[config.mk]
export PLATFORM = sky130hd
export DESIGN_NAME = host_power_sequencer
export DESIGN_NICKNAME = d
export VERILOG_FILES = /design/src/hw/rtl/hps_pkg.sv /design/src/hw/rtl/hps_in_stage.sv /design/src/hw/rtl/hps_core.sv /design/src/hw/rtl/host_power_sequencer.sv
export SDC_FILE = /design/constraint.sdc
export NUM_CORES = 1
export LEC_CHECK = 0
export BUFFER_PORTS_ARGS = -buffer_cell sky130_fd_sc_hd__buf_2
export CAP_MARGIN = 20
export CORE_MARGIN = 3
export CORE_UTILIZATION = 35
export DETAILED_ROUTE_END_ITERATION = 12
export GPL_TIMING_DRIVEN = 0
export SETUP_SLACK_MARGIN = 0.15
export SYNTH_ARGS = -nofsm -noshare
export SYNTH_HDL_FRONTEND = slang
export SYNTH_SLANG_ARGS = --single-unit
[constraint.sdc]
create_clock -name clk_i -period 7.2 [get_ports clk_i]
set_clock_uncertainty 0.05 [all_clocks]
set_input_delay 1.08 -clock clk_i [delete_from_list [all_inputs] [get_ports clk_i]]
set_output_delay 1.08 -clock clk_i [all_outputs]
set_load 0.05 [all_outputs]
[src/hw/rtl/hps_pkg.sv]
// types and constants shared by the host power sequencer
`default_nettype none

package hps_pkg;

  localparam int unsigned RegWidth    = 16;
  localparam int unsigned CfgIdxWidth = 3;

  localparam logic [RegWidth-1:0] ConfirmWindowRst    = 16'd10000;
  localparam logic [RegWidth-1:0] StartupWindowRst    = 16'd5000;
  localparam logic [RegWidth-1:0] ShutdownPulseLenRst = 16'd200;
  localparam logic [RegWidth-1:0] WakePulseLenRst     = 16'd50;
  localparam logic [RegWidth-1:0] FlashHalfPeriodRst  = 16'd50;

  typedef enum logic [CfgIdxWidth-1:0] {
    CFG_CONFIRM_WINDOW     = 3'd0,
    CFG_STARTUP_WINDOW     = 3'd1,
    CFG_SHUTDOWN_PULSE_LEN = 3'd2,
    CFG_WAKE_PULSE_LEN     = 3'd3,
    CFG_FLASH_HALF_PERIOD  = 3'd4
  } cfg_idx_e;

  // internal one-hot mode encoding
  typedef enum logic [6:0] {
    MODE_OFF     = 7'b000_0001,
    MODE_WAKE    = 7'b000_0010,
    MODE_START   = 7'b000_0100,
    MODE_ON      = 7'b000_1000,
    MODE_CONFIRM = 7'b001_0000,
    MODE_SDPULSE = 7'b010_0000,
    MODE_SDWAIT  = 7'b100_0000
  } mode_e;

  // mode as reported on the result item
  typedef enum logic [2:0] {
    MCODE_OFF     = 3'd0,
    MCODE_WAKE    = 3'd1,
    MCODE_START   = 3'd2,
    MCODE_ON      = 3'd3,
    MCODE_CONFIRM = 3'd4,
    MCODE_SDPULSE = 3'd5,
    MCODE_SDWAIT  = 3'd6
  } mode_code_e;

  typedef enum logic [1:0] {
    COLOR_DARK   = 2'd0,
    COLOR_RED    = 2'd1,
    COLOR_YELLOW = 2'd2,
    COLOR_GREEN  = 2'd3
  } color_e;

  typedef enum logic [2:0] {
    OUTCOME_NONE         = 3'd0,
    OUTCOME_STARTED      = 3'd1,
    OUTCOME_START_FAILED = 3'd2,
    OUTCOME_SHUT_DOWN    = 3'd3,
    OUTCOME_NO_SHUTDOWN  = 3'd4
  } outcome_e;

  typedef struct packed {
    logic button_pushed;
    logic host_detect;
  } in_item_t;

  typedef struct packed {
    logic       line_low;
    logic [1:0] led_color;
    logic [2:0] mode_code;
    logic [2:0] outcome;
  } out_item_t;

  typedef struct packed {
    logic [RegWidth-1:0] confirm_window;
    logic [RegWidth-1:0] startup_window;
    logic [RegWidth-1:0] shutdown_pulse_len;
    logic [RegWidth-1:0] wake_pulse_len;
    logic [RegWidth-1:0] flash_half_period;
  } cfg_t;

endpackage

`default_nettype wire

[src/hw/rtl/hps_in_stage.sv]
// input register stage holding one accepted tick item
`default_nettype none

module hps_in_stage
  import hps_pkg::*;
(
  input  wire logic     clk_i,
  input  wire logic     rst_ni,
  input  wire logic     in_valid_i,
  output logic          in_ready_o,
  input  wire in_item_t in_item_i,
  input  wire logic     take_i,
  output logic          stage_valid_o,
  output in_item_t      stage_item_o
);

  logic     valid_q, valid_d;
  in_item_t item_q;
  logic     load;

  assign in_ready_o = !valid_q || take_i;
  assign load       = in_valid_i && in_ready_o;

  always_comb begin
    valid_d = valid_q;
    if (load) begin
      valid_d = 1'b1;
    end else if (take_i) begin
      valid_d = 1'b0;
    end
  end

  always_ff @(posedge clk_i or negedge rst_ni) begin
    if (!rst_ni) begin
      valid_q <= 1'b0;
    end else begin
      valid_q <= valid_d;
    end
  end

  always_ff @(posedge clk_i) begin
    if (load) begin
      item_q <= in_item_i;
    end
  end

  assign stage_valid_o = valid_q;
  assign stage_item_o  = item_q;

endmodule

`default_nettype wire

[src/hw/rtl/hps_core.sv]
// sequencer state, timers and per-tick next-state and result logic
`default_nettype none

module hps_core
  import hps_pkg::*;
#(
  parameter int unsigned TimerBits = 16
) (
  input  wire logic     clk_i,
  input  wire logic     rst_ni,
  input  wire logic     step_i,
  input  wire in_item_t item_i,
  input  wire cfg_t     cfg_i,
  output out_item_t     result_o
);

  localparam int unsigned CmpW = (TimerBits > RegWidth) ? TimerBits : RegWidth;
  localparam logic [TimerBits-1:0] TimerMax = '1;

  function automatic logic [TimerBits-1:0] bump(input logic [TimerBits-1:0] t);
    return (t == TimerMax) ? t : t + TimerBits'(1);
  endfunction

  function automatic logic reached(input logic [TimerBits-1:0] t,
                                   input logic [RegWidth-1:0]  lim);
    return CmpW'(t) >= CmpW'(lim);
  endfunction

  function automatic logic flashing(input mode_e m);
    return (m == MODE_WAKE) || (m == MODE_START) || (m == MODE_CONFIRM) ||
           (m == MODE_SDPULSE) || (m == MODE_SDWAIT);
  endfunction

  function automatic mode_code_e code_of(input mode_e m);
    mode_code_e c;
    case (m)
      MODE_WAKE:    c = MCODE_WAKE;
      MODE_START:   c = MCODE_START;
      MODE_ON:      c = MCODE_ON;
      MODE_CONFIRM: c = MCODE_CONFIRM;
      MODE_SDPULSE: c = MCODE_SDPULSE;
      MODE_SDWAIT:  c = MCODE_SDWAIT;
      default:      c = MCODE_OFF;
    endcase
    return c;
  endfunction

  mode_e                mode_q, mode_d;
  logic [TimerBits-1:0] win_q, win_d;
  logic [TimerBits-1:0] flash_q, flash_d;
  logic                 phase_q, phase_d;
  color_e               held_q, held_d;
  logic                 started_q, started_d;
  outcome_e             outcome;
  logic [TimerBits-1:0] win_inc;
  logic [TimerBits-1:0] flash_inc;
  logic                 push, det;

  assign push      = item_i.button_pushed;
  assign det       = item_i.host_detect;
  assign win_inc   = bump(win_q);
  assign flash_inc = bump(flash_q);

  always_comb begin
    mode_d    = mode_q;
    win_d     = win_q;
    flash_d   = flash_q;
    phase_d   = phase_q;
    held_d    = held_q;
    started_d = 1'b1;
    outcome   = OUTCOME_NONE;

    if (!started_q) begin
      // first tick only samples detect, a push is dropped
      mode_d = det ? MODE_ON : MODE_OFF;
      held_d = det ? COLOR_GREEN : COLOR_RED;
      win_d  = '0;
    end else begin
      case (mode_q)
        MODE_WAKE: begin
          win_d = win_inc;
          if (reached(win_inc, cfg_i.wake_pulse_len)) begin
            mode_d = MODE_START;
            win_d  = '0;
          end
        end
        MODE_START: begin
          if (det) begin
            mode_d  = MODE_ON;
            win_d   = '0;
            held_d  = COLOR_GREEN;
            outcome = OUTCOME_STARTED;
          end else begin
            win_d = win_inc;
            if (reached(win_inc, cfg_i.startup_window)) begin
              mode_d  = MODE_OFF;
              win_d   = '0;
              held_d  = COLOR_RED;
              outcome = OUTCOME_START_FAILED;
            end
          end
        end
        MODE_ON: begin
          if (push) begin
            mode_d = MODE_CONFIRM;
            win_d  = '0;
          end else begin
            mode_d = det ? MODE_ON : MODE_OFF;
          end
        end
        MODE_CONFIRM: begin
          if (push) begin
            mode_d = MODE_SDPULSE;
            win_d  = '0;
          end else begin
            win_d = win_inc;
            if (reached(win_inc, cfg_i.confirm_window)) begin
              mode_d  = MODE_ON;
              win_d   = '0;
              held_d  = COLOR_GREEN;
              outcome = OUTCOME_NO_SHUTDOWN;
            end
          end
        end
        MODE_SDPULSE: begin
          win_d = win_inc;
          if (reached(win_inc, cfg_i.shutdown_pulse_len)) begin
            mode_d = MODE_SDWAIT;
            win_d  = '0;
          end
        end
        MODE_SDWAIT: begin
          if (!det) begin
            mode_d  = MODE_OFF;
            win_d   = '0;
            held_d  = COLOR_RED;
            outcome = OUTCOME_SHUT_DOWN;
          end else begin
            win_d = win_inc;
            if (reached(win_inc, cfg_i.confirm_window)) begin
              mode_d  = MODE_ON;
              win_d   = '0;
              held_d  = COLOR_GREEN;
              outcome = OUTCOME_NO_SHUTDOWN;
            end
          end
        end
        default: begin
          // off
          if (push) begin
            mode_d = MODE_WAKE;
            win_d  = '0;
          end else begin
            mode_d = det ? MODE_ON : MODE_OFF;
          end
        end
      endcase
    end

    // flasher restarts dark when a waiting mode is entered
    if (flashing(mode_d)) begin
      if (!flashing(mode_q)) begin
        flash_d = '0;
        phase_d = 1'b0;
      end else begin
        flash_d = flash_inc;
        if (reached(flash_inc, cfg_i.flash_half_period)) begin
          flash_d = '0;
          phase_d = !phase_q;
        end
      end
    end
  end

  always_comb begin
    result_o.line_low  = (mode_d == MODE_WAKE) || (mode_d == MODE_SDPULSE);
    result_o.led_color = flashing(mode_d) ? (phase_d ? COLOR_YELLOW : COLOR_DARK) : held_d;
    result_o.mode_code = code_of(mode_d);
    result_o.outcome   = outcome;
  end

  always_ff @(posedge clk_i or negedge rst_ni) begin
    if (!rst_ni) begin
      mode_q    <= MODE_OFF;
      win_q     <= '0;
      flash_q   <= '0;
      phase_q   <= 1'b0;
      held_q    <= COLOR_RED;
      started_q <= 1'b0;
    end else if (step_i) begin
      mode_q    <= mode_d;
      win_q     <= win_d;
      flash_q   <= flash_d;
      phase_q   <= phase_d;
      held_q    <= held_d;
      started_q <= started_d;
    end
  end

endmodule

`default_nettype wire

[src/hw/rtl/host_power_sequencer.sv]
// top level of the host power sequencer: config registers, pipeline and result register
`default_nettype none

// Host power sequencer. Each input item is one millisecond tick with a debounced
// button push and the host power-detect level; each item yields exactly one result
// item with the shutdown/wake line drive, indicator color, mode code and outcome.
// The block takes one item per clock cycle unless output backpressure stalls it: the
// item sits in an input register, the sequencer logic computes the next state and the
// result in a single pass, and the result is loaded into an output register. The
// result is valid once the item has passed the input register and then the output
// register; a stall on the output side holds it back. The output register and input
// register decouple the two sides, so a new item is taken while a finished result still
// waits; under output backpressure at most two items are held in flight.
// Configuration writes are always accepted (cfg_ready_o is tied high) and take effect
// on the next tick; indexes beyond the register list are ignored. Timers are
// TIMER_BITS wide and saturate, so a window longer than the timer range never expires.
// After reset the first tick only samples host detect to choose on or off.

module host_power_sequencer
  import hps_pkg::*;
#(
  parameter int unsigned TIMER_BITS = 16
) (
  input  wire logic                   clk_i,
  input  wire logic                   rst_ni,
  // tick items
  input  wire logic                   in_valid_i,
  output logic                        in_ready_o,
  input  wire in_item_t               in_item_i,
  // result items
  output logic                        out_valid_o,
  input  wire logic                   out_ready_i,
  output out_item_t                   out_item_o,
  // configuration writes
  input  wire logic                   cfg_valid_i,
  output logic                        cfg_ready_o,
  input  wire logic [CfgIdxWidth-1:0] cfg_index_i,
  input  wire logic [RegWidth-1:0]    cfg_data_i
);

  // ------------------------------------------------------------ config registers
  cfg_t cfg_q, cfg_d;

  assign cfg_ready_o = 1'b1;

  always_comb begin
    cfg_d = cfg_q;
    if (cfg_valid_i) begin
      case (cfg_idx_e'(cfg_index_i))
        CFG_CONFIRM_WINDOW:     cfg_d.confirm_window     = cfg_data_i;
        CFG_STARTUP_WINDOW:     cfg_d.startup_window     = cfg_data_i;
        CFG_SHUTDOWN_PULSE_LEN: cfg_d.shutdown_pulse_len = cfg_data_i;
        CFG_WAKE_PULSE_LEN:     cfg_d.wake_pulse_len     = cfg_data_i;
        CFG_FLASH_HALF_PERIOD:  cfg_d.flash_half_period  = cfg_data_i;
        default:                cfg_d = cfg_q;  // unmapped index, dropped
      endcase
    end
  end

  always_ff @(posedge clk_i or negedge rst_ni) begin
    if (!rst_ni) begin
      cfg_q.confirm_window     <= ConfirmWindowRst;
      cfg_q.startup_window     <= StartupWindowRst;
      cfg_q.shutdown_pulse_len <= ShutdownPulseLenRst;
      cfg_q.wake_pulse_len     <= WakePulseLenRst;
      cfg_q.flash_half_period  <= FlashHalfPeriodRst;
    end else begin
      cfg_q <= cfg_d;
    end
  end

  // ------------------------------------------------------------ input stage
  logic      stage_valid;
  in_item_t  stage_item;
  logic      take;
  out_item_t result;

  // the staged item moves on when the output register is free or draining
  assign take = stage_valid && (!out_valid_o || out_ready_i);

  hps_in_stage u_in_stage (
    .clk_i         (clk_i),
    .rst_ni        (rst_ni),
    .in_valid_i    (in_valid_i),
    .in_ready_o    (in_ready_o),
    .in_item_i     (in_item_i),
    .take_i        (take),
    .stage_valid_o (stage_valid),
    .stage_item_o  (stage_item)
  );

  // ------------------------------------------------------------ sequencer
  hps_core #(
    .TimerBits (TIMER_BITS)
  ) u_core (
    .clk_i    (clk_i),
    .rst_ni   (rst_ni),
    .step_i   (take),
    .item_i   (stage_item),
    .cfg_i    (cfg_q),
    .result_o (result)
  );

  // ------------------------------------------------------------ result register
  logic      out_valid_q, out_valid_d;
  out_item_t out_item_q;

  always_comb begin
    out_valid_d = out_valid_q;
    if (take) begin
      out_valid_d = 1'b1;
    end else if (out_ready_i) begin
      out_valid_d = 1'b0;
    end
  end

  always_ff @(posedge clk_i or negedge rst_ni) begin
    if (!rst_ni) begin
      out_valid_q <= 1'b0;
    end else begin
      out_valid_q <= out_valid_d;
    end
  end

  always_ff @(posedge clk_i) begin
    if (take) begin
      out_item_q <= result;
    end
  end

  assign out_valid_o = out_valid_q;
  assign out_item_o  = out_item_q;

  // ------------------------------------------------------------ assertions
  // line is pulled low exactly in the two pulse modes
  a_line_low_mode : assert property (@(posedge clk_i) disable iff (!rst_ni)
    out_valid_o |-> (out_item_o.line_low ==
                     ((out_item_o.mode_code == MCODE_WAKE) ||
                      (out_item_o.mode_code == MCODE_SDPULSE))))
    else $error("line drive does not match mode");

  // every outcome event lands in an idle mode
  a_outcome_idle : assert property (@(posedge clk_i) disable iff (!rst_ni)
    (out_valid_o && (out_item_o.outcome != OUTCOME_NONE)) |->
      ((out_item_o.mode_code == MCODE_ON) || (out_item_o.mode_code == MCODE_OFF)))
    else $error("outcome reported outside an idle mode");

  // idle modes show a steady red or green
  a_idle_color : assert property (@(posedge clk_i) disable iff (!rst_ni)
    (out_valid_o && ((out_item_o.mode_code == MCODE_ON) ||
                     (out_item_o.mode_code == MCODE_OFF))) |->
      ((out_item_o.led_color == COLOR_RED) || (out_item_o.led_color == COLOR_GREEN)))
    else $error("idle mode shows a flashing color");

  // a result is produced in the cycle after the staged item is taken
  a_take_result : assert property (@(posedge clk_i) disable iff (!rst_ni)
    take |=> out_valid_o)
    else $error("taken item produced no result");

endmodule

`default_nettype wire
==> reports/metrics.yaml, run 1 <==
status: "finished clean"
setup.worst_path.class: "reg2reg"
drv_slew: 0
drt-initial-drc-count: 438
clk_latency_ns: 0.43
diodes: 0
antenna_found_initial: 0
syn_area_per_cell_um2: 9.17
num_vias: 6663
critPathMaxFanout: 10
yosys-top-cells-area: "dfrtp_1 31%, ha_1 12%, o21ai_0 6.9%"
areaGrowthSynthToFinish_pct: 14.5
synth_fa_ha_area_frac: 0.124
cts_root_buf: "clkbuf_16"
timing.rr.start: "u_core.win_q[0]$_DFFE_PN0P_"
synth_edf_count: 11
ys.flop_type: "dfrtp_1"
fin_cells: 1287
whs_ns: 0.436
initial_utilization: 0.362
layout-drive-gt1-share: 0.148
layout_common_cells: "122 x nand2_1, 114 x o21ai_0, 104 x dfrtp_1"
track_usage: 0.170
port_buffers: 36
cts_buffers: 17
wl_per_cell_um: 16.3
endpoint_kind: "flip-flop"
grt_pass1_vias: 6599
ant_nets: 0
num_io_pins: 38
cts_tree: "yes"
clkPwrFrac: 0.351
max_freq_mhz: 187
hold_viol: 0
min_from: "u_core.held_q[0]$_DFFE_PN1P_"
die_x_um: 160
gp_congestion: 0.855
drt-pass1-iter-count: 5
ys_seq_area_frac: 0.421
synth_top_family_by_area: "simple AND/OR/NAND/NOR gates"
final_util: 0.414
synth.area.mux_share: 0.0361
syn_inst: 903
rows: 55
drv_cap: 0
clkTransAtPathRegs_ns: 0.06
intPower_mw: 1.66
cp-startpoint: "u_core.win_q[0]$_DFFE_PN0P_"
fin_setup_tns_ns: 0
synth-xor-area-share: 0.0190
rsz0062_at_grt: "false"
ctsResizeCount: 0
seq_power_share: 0.393
cts.sinks: 136
cpPeakStageDelay_ns: 0.52
place_hpwl_um: 15600
worstMarginPinSlew_ns: 0.889
core_region_area_um2: 22900
final_common_cell: "nand2_1"
hold_buffers: 0
yosys.area_share.simple: 0.171
setup_violations: 0
timing.slew.headroom: 0.402
cp.required_ns: 7.32
die_area_um2: 25600
fin_crit_sh: 0.742
crit_path_start_kind: "flip-flop"
peakVddDrop_mv: 0.165
synth_area_leader_cell: "dfrtp_1"
synth_top_area_share: 0.314
clk_path_buf_depth: 2
ys_ff_latch: 136
crit_arrival_ns: 5.46
grt_max_degree: 80
vias_per_cell: 5.18
post-cts-setup-buffers: 0
p_leak_nw: 4.36
min_path_type: "reg2reg"
crit_chain: "ha_1 -> nand4_1 -> nor4_2 -> and3_1 -> clkbuf_1 -> nor2_1 -> nand3_1 -> nor2_1 -> or2_2 -> ha_1 -> o21a_1 -> o211ai_1 -> a2111o_1 -> o211ai_1 -> a21oi_1 -> a211oi_2 -> buf_2 -> buf_2 -> mux2i_1"
synth.distinct_cells: 72
p_per_area_nw_per_um2: 260
fin_crit_ns: 5.34
synth_area_um2: 8280
globalRouteOverflowTotal: 0
dieHeight_um: 160
synth_compound_area_frac: 0.169
grt_pass1_wl_um: 34700
nets: 1069
h-tree-depth: 4
async_flop_share: 0.919
drc_errors: 0
swShare: 0.328
finalPower_mw: 2.46
dp_cells: 1253
routed_wirelength_um: 21000
power.share.combinational: 0.256
critPathSlowestCell: "a2111o_1"
p_switching_uw: 807
syn_nets: 1011
yosys_warnings: 0
[flip-flops by register name (all words and copies together) (netlist names)]
signal / count
u_core.mode_q: 7
u_core.phase_q: 1
u_core.flash_q: 16
u_in_stage.stage_valid_o: 1
u_core.win_q: 16
cfg_q: 80
u_core.started_q: 1
out_item_o: 9
u_core.held_q: 2
u_in_stage.stage_item_o: 2
out_valid_o: 1
[area by class of cell]
type / instances / area (um^2)
flip-flops and latches: 136 / 3480
repair buffers: 39 / 234
plain buffers: 33 / 163
fillers: 2261 / 13400
clock buffers: 17 / 425
clock inverters: 15 / 154
inverters: 89 / 334
multi-input cells: 645 / 4300
well taps: 313 / 392
[synthesized netlist by cell type, drive strengths merged (3+ instances only)]
cell      n
nand2   123
o21ai   122
dfrtp   104
inv      89
ha       82
nor2     48
a21oi    31
nand3    26
clkbuf   23
mux2     23
dfstp    21
nand4    14
nor3     12
a211oi   11
edfxtp   11
nand2b   11
xnor2    11
buf      10
o21a     10
a31oi     8
o31ai     8
nor2b     7
or2       7
xor2      7
a21o      6
a22o      6
and2      5
and3      5
nor4b     5
o211ai    5
or3       5
mux2i     4
a311oi    3
and4      3
nor4      3
or4       3
[final timing paths]
check / to / slack (ns) / cells after the start
max reg2reg: out_item_o[7]$_DFFE_PP_ / 1.86 / 19
min reg2reg: u_core.held_q[0]$_DFFE_PN1P_ / 0.44 / 2
min: u_core.held_q[0]$_DFFE_PN1P_ / 0.44 / 2
max: out_item_o[7]$_DFFE_PP_ / 1.86 / 19
max in group asynchronous: u_core.held_q[0]$_DFFE_PN1P_ / 5.78 / 2
min in group asynchronous: cfg_q[69]$_DFFE_PN0P_ / 0.53 / 1
[layer usage]
layer	wire [um]	vias to the layer above	global-route usage	part of all wire
met5	0	-	0	0
met4	326	0	0.0493	0.016
met3	723	28	0.0311	0.034
met2	9700	118	0.273	0.46
met1	10300	3224	0.234	0.49
li1	-	3293	-	-
[per-stage QoR]
step	area, um^2	setup WS, ns
floorplan	8280	2.98
global placement	8860	1.97
detailed placement	8890	1.90
CTS	9470	1.89
global route	9490	1.52
finish	9490	1.86
[power by group through the flow]
| stage | clock network [mW] | logic (mW) | registers (mW) |
|---|---|---|---|
| after floorplan | 0 | 0.420 | 1.00 |
| after global placement | 0 | 0.614 | 0.979 |
| after detailed placement | 0 | 0.625 | 0.983 |
| after CTS | 0.883 | 0.632 | 0.969 |
| after global routing | 0.912 | 0.721 | 0.985 |
| final | 0.865 | 0.630 | 0.969 |
[logic make-up (layout without fill, tap and decap cells)]
| kind of cell | after synthesis | count (layout) |
|---|---|---|
| buffers and inverters | 122 | 193 |
| flip-flops | 136 | 136 |
| AO/OA/AOI/OAI | 229 | 229 |
| AND/OR/NAND/NOR | 288 | 288 |
| multiplexers | 27 | 27 |
| XOR/XNOR | 18 | 18 |
| adder cells (fa/ha/maj) | 82 | 82 |
| other | 1 | 1 |
[critical path: cells and delay by family (launching register included)]
kind	cells	cell delay [ns]
AND/OR/NAND/NOR	7	1.53
multiplexers	1	0.10
buffers and inverters	3	0.81
AO/OA/AOI/OAI	6	1.56
flip-flops	1	0.42
adder cells (fa/ha/maj)	2	0.59
Power figures use the tool's default switching activity.
==> run 2, diff against run 1 <==
--- a/config.mk
+++ b/config.mk
@@ -5,6 +5,7 @@
 export SDC_FILE = /design/constraint.sdc
 export NUM_CORES = 1
 export LEC_CHECK = 0
+export ABC_AREA = 1
 export BUFFER_PORTS_ARGS = -buffer_cell sky130_fd_sc_hd__buf_2
 export CAP_MARGIN = 20
 export CORE_MARGIN = 3
==> constraint.sdc (replaced) <==
create_clock -name clk_i -period 4.7 [get_ports clk_i]
set_clock_uncertainty 0.05 [all_clocks]
set_input_delay 0.705 -clock clk_i [delete_from_list [all_inputs] [get_ports clk_i]]
set_output_delay 0.705 -clock clk_i [all_outputs]
set_load 0.05 [all_outputs]
==> run 2 against run 1 <==
  * Critical endpoint is now out_item_o[4]$_DFFE_PP_
  * Setup slack got worse by 1.2 ns
  * Power rose by 69%
  * Synthesized area rose by 3.9%
  * Largest cell class unchanged
  * Highest routed layer unchanged
==> reports/metrics.yaml, run 2 <==
status: "finished clean"
fin_setup_tns_ns: 0  # unchanged
place_ws_ns: 0.448  # -1.45 ns
ys.flop_type: "dfrtp_1"
port_buffers: 36  # unchanged
worstMarginPinSlew_ns: 0.936  # +0.0469 ns
cts_buffers: 17  # unchanged
wl_per_cell_um: 13.9  # -15%
syn_inst: 1123  # +24%
drv_cap: 0  # unchanged
regArea_um2: 3480  # unchanged
clkPwrFrac: 0.314  # -0.037
multi_input_area_um2: 4240  # -1.5%
globalRouteOverflowTotal: 0  # unchanged
drt-pass1-iter-count: 5  # unchanged
ctsResizeCount: 0  # unchanged
die_area_um2: 26500  # +3.7%
place_hpwl_um: 16400  # +4.9%
clk_path_buf_depth: 2  # unchanged
layout-drive-gt1-share: 0.107  # -0.0405
routed_wirelength_um: 21000  # -0.19%
critPathMaxFanout: 4  # -6
p_leak_nw: 5.07  # +16%
ys_ff_latch: 136  # unchanged
die_x_um: 163  # +1.8%
grt_pass1_vias: 7134  # +8.1%
synth_edf_count: 11  # unchanged
fill_cells: 2499  # +11%
gp_congestion: 0.875  # +2.4%
top_register: "cfg_q"
yosys-top-cells-area: "dfrtp_1 30%, ha_1 12%, nand2_1 12%"
ys_seq_area_frac: 0.405  # -0.0156
ant_nets: 0  # unchanged
synth_area_leader_cell: "dfrtp_1"
fin_crit_sh: 0.870  # +0.128
swShare: 0.364  # +0.0365
fin_crit_ns: 4.09  # -1.26 ns
antenna_found_initial: 0  # unchanged
rsz0062_at_grt: "false"
clkTransAtPathRegs_ns: 0.06  # about the same
seq_power_share: 0.364  # -0.029
num_vias: 7223  # +8.4%
drc_errors: 0  # unchanged
crit_path_start_kind: "flip-flop"
areaGrowthSynthToFinish_pct: 13.9
rows: 56  # +1.8%
final_common_cell: "nand2_1"
yosysMostFrequentCell: "nand2_1"
peakVddDrop_mv: 0.261  # +58%
grt_max_degree: 97  # +21%
grt_pass1_wl_um: 35600  # +2.6%
cts.sinks: 136  # unchanged
max_freq_mhz: 245  # +31%
worst_slack_ns: 0.612  # -1.24 ns
setup_violations: 0  # unchanged
endpoint_kind: "flip-flop"
drt-initial-drc-count: 322  # -26%
min_path_type: "in2async"
initial_utilization: 0.361  # -0.000373
p_per_area_nw_per_um2: 426  # +64%
crit_arrival_ns: 4.19  # -1.27 ns
intPower_mw: 2.66  # +60%
p_switching_mw: 1.52  # +88%
syn_nets: 1231  # +22%
post-cts-setup-buffers: 0  # unchanged
hold_buffers: 0  # unchanged
reg.largest.list: "cfg_q (80), u_core.flash_q (16), u_core.win_q (16)"
synth_area_um2: 8600  # +3.9%
layout_common_cells: "269 x nand2_1, 202 x inv_1, 117 x o21ai_0"
yosys_warnings: 0  # unchanged
dieHeight_um: 163  # +1.8%
largest_reg_flops: 80  # unchanged
ys_top_cells_by_count: "269 x nand2_1, 202 x inv_1, 117 x o21ai_0, 104 x dfrtp_1, 82 x ha_1"
setup.worst_path.class: "reg2reg"
synth_top_area_share: 0.303  # -0.0117
cp.required_ns: 4.80  # -2.52 ns
syn_area_per_cell_um2: 7.66  # -16%
timing.slew.headroom: 0.376  # -0.0262
diodes: 0  # unchanged
num_io_pins: 38  # unchanged
track_usage: 0.168  # -0.00109
nets: 1287  # +20%
clk_latency_ns: 0.43  # about the same
synth.distinct_cells: 42  # -42%
async_flop_share: 0.919  # unchanged
power.share.combinational: 0.322  # +0.066
vias_per_cell: 4.78  # -7.7%
hold_viol: 0  # unchanged
cts_tree: "yes"
h-tree-depth: 4  # unchanged
cts_root_buf: "clkbuf_16"
core_region_area_um2: 23800  # +4.0%
drv_slew: 0  # unchanged
==> run 2: power groups by stage <==
stage	logic (mW)	registers [mW]	clock network (mW)
after floorplan	0.930	1.59	0
after global placement	1.33	1.53	0
after detailed placement	1.35	1.54	0
after CTS	1.36	1.52	1.34
after global routing	1.54	1.55	1.39
final	1.35	1.52	1.31
==> run 2: worst max-delay path: stages, from the launching register on <==
cell and delay, ns:
dfrtp_1 0.39, ha_1 0.25, nand2_1 0.08, inv_1 0.05, nand3_1 0.13, nor2_1 0.08
nand2_1 0.15, nand2_1 0.07, inv_1 0.08, nand2_1 0.10, nor2_1 0.13, xor2_1 0.23
inv_1 0.17, ha_1 0.31, nand4_1 0.09, nor3_1 0.21, nand3_1 0.10, nand3_1 0.22
o21ai_0 0.18, or2_2 0.31, a21oi_1 0.29, nand3_1 0.13
==> run 2: final timing paths <==
path | end | slack (ns) | start | depth (start not counted)
min in group clk_i | u_in_stage.stage_item_o[0]$_DFFE_PP_ | 0.40 | in_item_i[0] | 1
worst min-delay path | u_core.win_q[2]$_DFFE_PN0P_ | 0.11 | rst_ni | 1
worst max-delay path | out_item_o[4]$_DFFE_PP_ | 0.61 | u_core.win_q[0]$_DFFE_PN0P_ | 21
max in group asynchronous | cfg_q[74]$_DFFE_PN1P_ | 3.68 | rst_ni | 2
worst min register to register | cfg_q[19]$_DFFE_PN0P_ | 0.43 | cfg_q[19]$_DFFE_PN0P_ | 2
worst max register to register | out_item_o[4]$_DFFE_PP_ | 0.61 | u_core.win_q[0]$_DFFE_PN0P_ | 21
==> run 2: final cells by class <==
type	instances	share of cell area
Sequential cell	136	0.356
Multi-Input combinational cell	754	0.432
Timing Repair Buffer	37	0.0218
Tap cell	319	0.0407
Buffer	27	0.0126
Inverter	206	0.0789
Clock buffer	23	0.0478
Clock inverter	9	0.0101
==> run 2: cells by family after synthesis <==
family / count (synthesis) / synth area share
AOI/OAI and AO/OA: 192 / 0.118
adders and majority gates: 82 / 0.119
buffers and inverters: 233 / 0.104
DFF: 136 / 0.405
and+or+nand+nor: 462 / 0.236
other: 1 / 0.000436
xor gates and xnor gates: 17 / 0.0173
==> run 2: routing by layer <==
layer | vias to the layer above | GRT usage | part of all wire
li1 | 3727 | - | -
met1 | 3379 | 0.226 | 0.48
met2 | 88 | 0.275 | 0.47
met3 | 29 | 0.0275 | 0.024
met4 | 0 | 0.0615 | 0.023
met5 | - | 0 | 0
==> run 2: through the flow <==
step            util  power, mW  cells  hold WS [ns]  area (um^2)
6_report       0.411       4.18   1511         0.109         9800
5_1_grt        0.411       4.48   1511         0.123         9800
4_1_cts        0.411       4.22   1511         0.108         9780
3_5_place_dp   0.387       2.89   1479         0.423         9220
3_3_place_gp   0.385       2.86   1478         0.418         9180
2_1_floorplan      -       2.52   1123         0.359         8600
==> run 3, diff against run 2 <==
--- a/config.mk
+++ b/config.mk
@@ -5,7 +5,6 @@
 export SDC_FILE = /design/constraint.sdc
 export NUM_CORES = 1
 export LEC_CHECK = 0
-export ABC_AREA = 1
 export BUFFER_PORTS_ARGS = -buffer_cell sky130_fd_sc_hd__buf_2
 export CAP_MARGIN = 20
 export CORE_MARGIN = 3
==> run 3 against run 2 <==
  * Combinational power down 21%
  * Die area shrank 3.6%
  * Setup slack got worse by 0.34 ns
  * Critical path depth is 4 lower
  * Final area up 0.33%
  * Final cell count fell by 14%
  * Core utilization increased by 1.8 points
  * Sequential power decreased by 3%
  * First-iteration DRC count grew 39%
  * Flip-flop and latch count stayed put
==> reports/metrics.yaml, run 3 (synthesized netlist as in run 1, its figures left out) <==
status: "finished clean"
grt_pass1_vias: 6658  # -6.7%
globalRouteOverflowTotal: 0  # unchanged
drc_errors: 0  # unchanged
worstReg2RegEnd: "u_core.flash_q[9]$_DFFE_PN0P_"
setup.worst_path.class: "reg2reg"
clkTransAtPathRegs_ns: 0.06  # about the same
track_usage: 0.171  # +0.00219
dieHeight_um: 160  # -1.8%
place_hpwl_um: 15600  # -4.7%
crit_family: "simple AND/OR/NAND/NOR gates"
placed_area_um2: 8890  # -3.5%
core_region_area_um2: 22900  # -3.8%
grt_max_degree: 80  # -18%
crit_arrival_ns: 4.71  # +0.52 ns
ant_nets: 0  # unchanged
hold_viol: 0  # unchanged
timing.slew.headroom: 0.370  # -0.00555
hold_buffers: 0  # unchanged
drt-pass1-iter-count: 5  # unchanged
drv_cap: 0  # unchanged
cts_tree: "yes"
diodes: 0  # unchanged
num_vias: 6781  # -6.1%
final_util: 0.429  # +0.0177
port_buffers: 36  # unchanged
setup_violations: 0  # unchanged
worstMarginPinSlew_ns: 0.936  # +0.000327 ns
drt-initial-drc-count: 447  # +39%
h-tree-depth: 4  # unchanged
critPathMostFrequentCell: "and3_1"
fin_setup_tns_ns: 0  # unchanged
grt_pass1_wl_um: 34900  # -1.9%
max_freq_mhz: 226  # -7.7%
routed_wirelength_um: 21600  # +3.0%
clk_path_buf_depth: 2  # unchanged
layout_common_cells: "120 x nand2_1, 112 x o21ai_0, 98 x dfrtp_1"
p_leak_nw: 4.52  # -11%
critPathMaxFanout: 7  # +3
fin_crit_sh: 0.942  # +0.0722
die_x_um: 160  # -1.8%
drv_slew: 0  # unchanged
areaGrowthSynthToFinish_pct: 18.7
largest_reg_flops: 80  # unchanged
clk_latency_ns: 0.43  # about the same
nets: 1082  # -16%
cts.sinks: 136  # unchanged
whs_ns: 0.155  # +0.0461 ns
layout-drive-gt1-share: 0.197  # +0.0892
cts_root_buf: "clkbuf_16"
rows: 55  # -1.8%
gp_congestion: 0.855  # -2.3%
num_io_pins: 38  # unchanged
cp.required_ns: 4.98  # +0.18 ns
initial_utilization: 0.362  # +0.000373
peakVddDrop_mv: 0.253  # -3.3%
die_area_um2: 25600  # -3.6%
antenna_found_initial: 0  # unchanged
top_register: "cfg_q"
critPathSlowestCell: "dfrtp_2"
final_common_cell: "nand2_1"
reg.largest.list: "cfg_q (80), u_core.flash_q (16), u_core.win_q (16)"
worst_slack_ns: 0.273  # -0.339 ns
rsz0062_at_grt: "false"
endpoint_kind: "flip-flop"
p_per_area_nw_per_um2: 393  # -7.8%
crit_path_start_kind: "flip-flop"
place_ws_ns: -0.601  # -1.05 ns
cts_buffers: 17  # unchanged
cpPeakStageDelay_ns: 0.43  # +0.04 ns
fin_crit_ns: 4.43  # +0.339 ns
timing.rr.start: "u_core.win_q[4]$_DFFE_PN0P_"
wl_per_cell_um: 16.6  # +20%
reg2reg_depth: 17  # -19%
final_area_um2: 9830  # +0.33%
crit_chain: "nand4_1 -> nor4_4 -> and3_1 -> buf_6 -> nor2_4 -> and3_1 -> or2_2 -> ha_1 -> a21o_1 -> a221o_1 -> a21oi_2 -> o211ai_1 -> a31oi_4 -> a211oi_4 -> or3_1 -> buf_4 -> o31ai_1"
vias_per_cell: 5.22  # +9.1%
crit_buf_inv: 2  # -1
r2r_setup_slack_ns: 0.27  # -0.34 ns
min_path_type: "in2async"
==> run 3: cell types whose count changed in the layout (fill, tap and decap cells not counted), sizes merged, moves of 9 or more <==
cell    delta
nand2    -153
inv      -116
nand3     -35
nor2      -30
mux2      +23
buf       +19
a21oi     -16
o22ai     -16
nor3      -15
a211oi    +11
nand2b    +11
o21a      +10
xnor2      +9
==> run 3: how the worst max path moves through the flow <==
stage	startpoint	to	slack, ns	cells past startpoint
finish	u_core.win_q[4]$_DFFE_PN0P_	u_core.flash_q[9]$_DFFE_PN0P_	0.27	17
global route	u_core.win_q[4]$_DFFE_PN0P_	u_core.flash_q[9]$_DFFE_PN0P_	0.07	17
CTS	u_core.flash_q[4]$_DFFE_PN0P_	u_core.flash_q[9]$_DFFE_PN0P_	0.15	17
detailed placement	u_core.win_q[0]$_DFFE_PN0P_	u_core.win_q[0]$_DFFE_PN0P_	-0.60	15
global placement	u_core.win_q[0]$_DFFE_PN0P_	out_item_o[7]$_DFFE_PP_	-0.53	19
floorplan	u_core.win_q[0]$_DFFE_PN0P_	out_item_o[7]$_DFFE_PP_	0.48	18
==> run 3: power breakdown <==
part	switching, mW	internal (mW)	leakage [nW]	total (mW)
clock network	0.542	0.779	0.265	1.32
logic	0.647	0.412	2.61	1.06
registers	0.0797	1.41	1.64	1.48
total	1.27	2.60	4.52	3.86
==> run 3: final cells by class <==
cell class | count | area, um^2
multi-input combinational | 645 | 4510
tap | 313 | 392
fill | 2237 | 13100
buffer | 33 | 191
inverter | 89 | 334
clock buffer | 17 | 425
sequential | 136 | 3490
timing repair buffer | 52 | 334
clock inverter | 15 | 154
==> run 3: per-stage QoR <==
step / cells / power (mW)
CTS: 1290 / 3.85
floorplan: 903 / 2.18
finish: 1300 / 3.86
global route: 1300 / 4.10
detailed placement: 1253 / 2.46
global placement: 1252 / 2.44
==> run 3: what timing repair did <==
action / in CTS / in global routing
resized for setup: 23 / 41
endpoints found under the setup margin: 45 / 38
pin swaps: 5 / 13
buffers inserted: 5 / 9
==> run 3: metal layers <==
metal	share of wire	wire length (um)	GRT usage	vias up
li1	-	-	-	3325
met1	0.47	10200	0.234	3297
met2	0.48	10300	0.274	138
met3	0.040	874	0.0350	21
met4	0.013	286	0.0505	0
met5	0	0	0	-
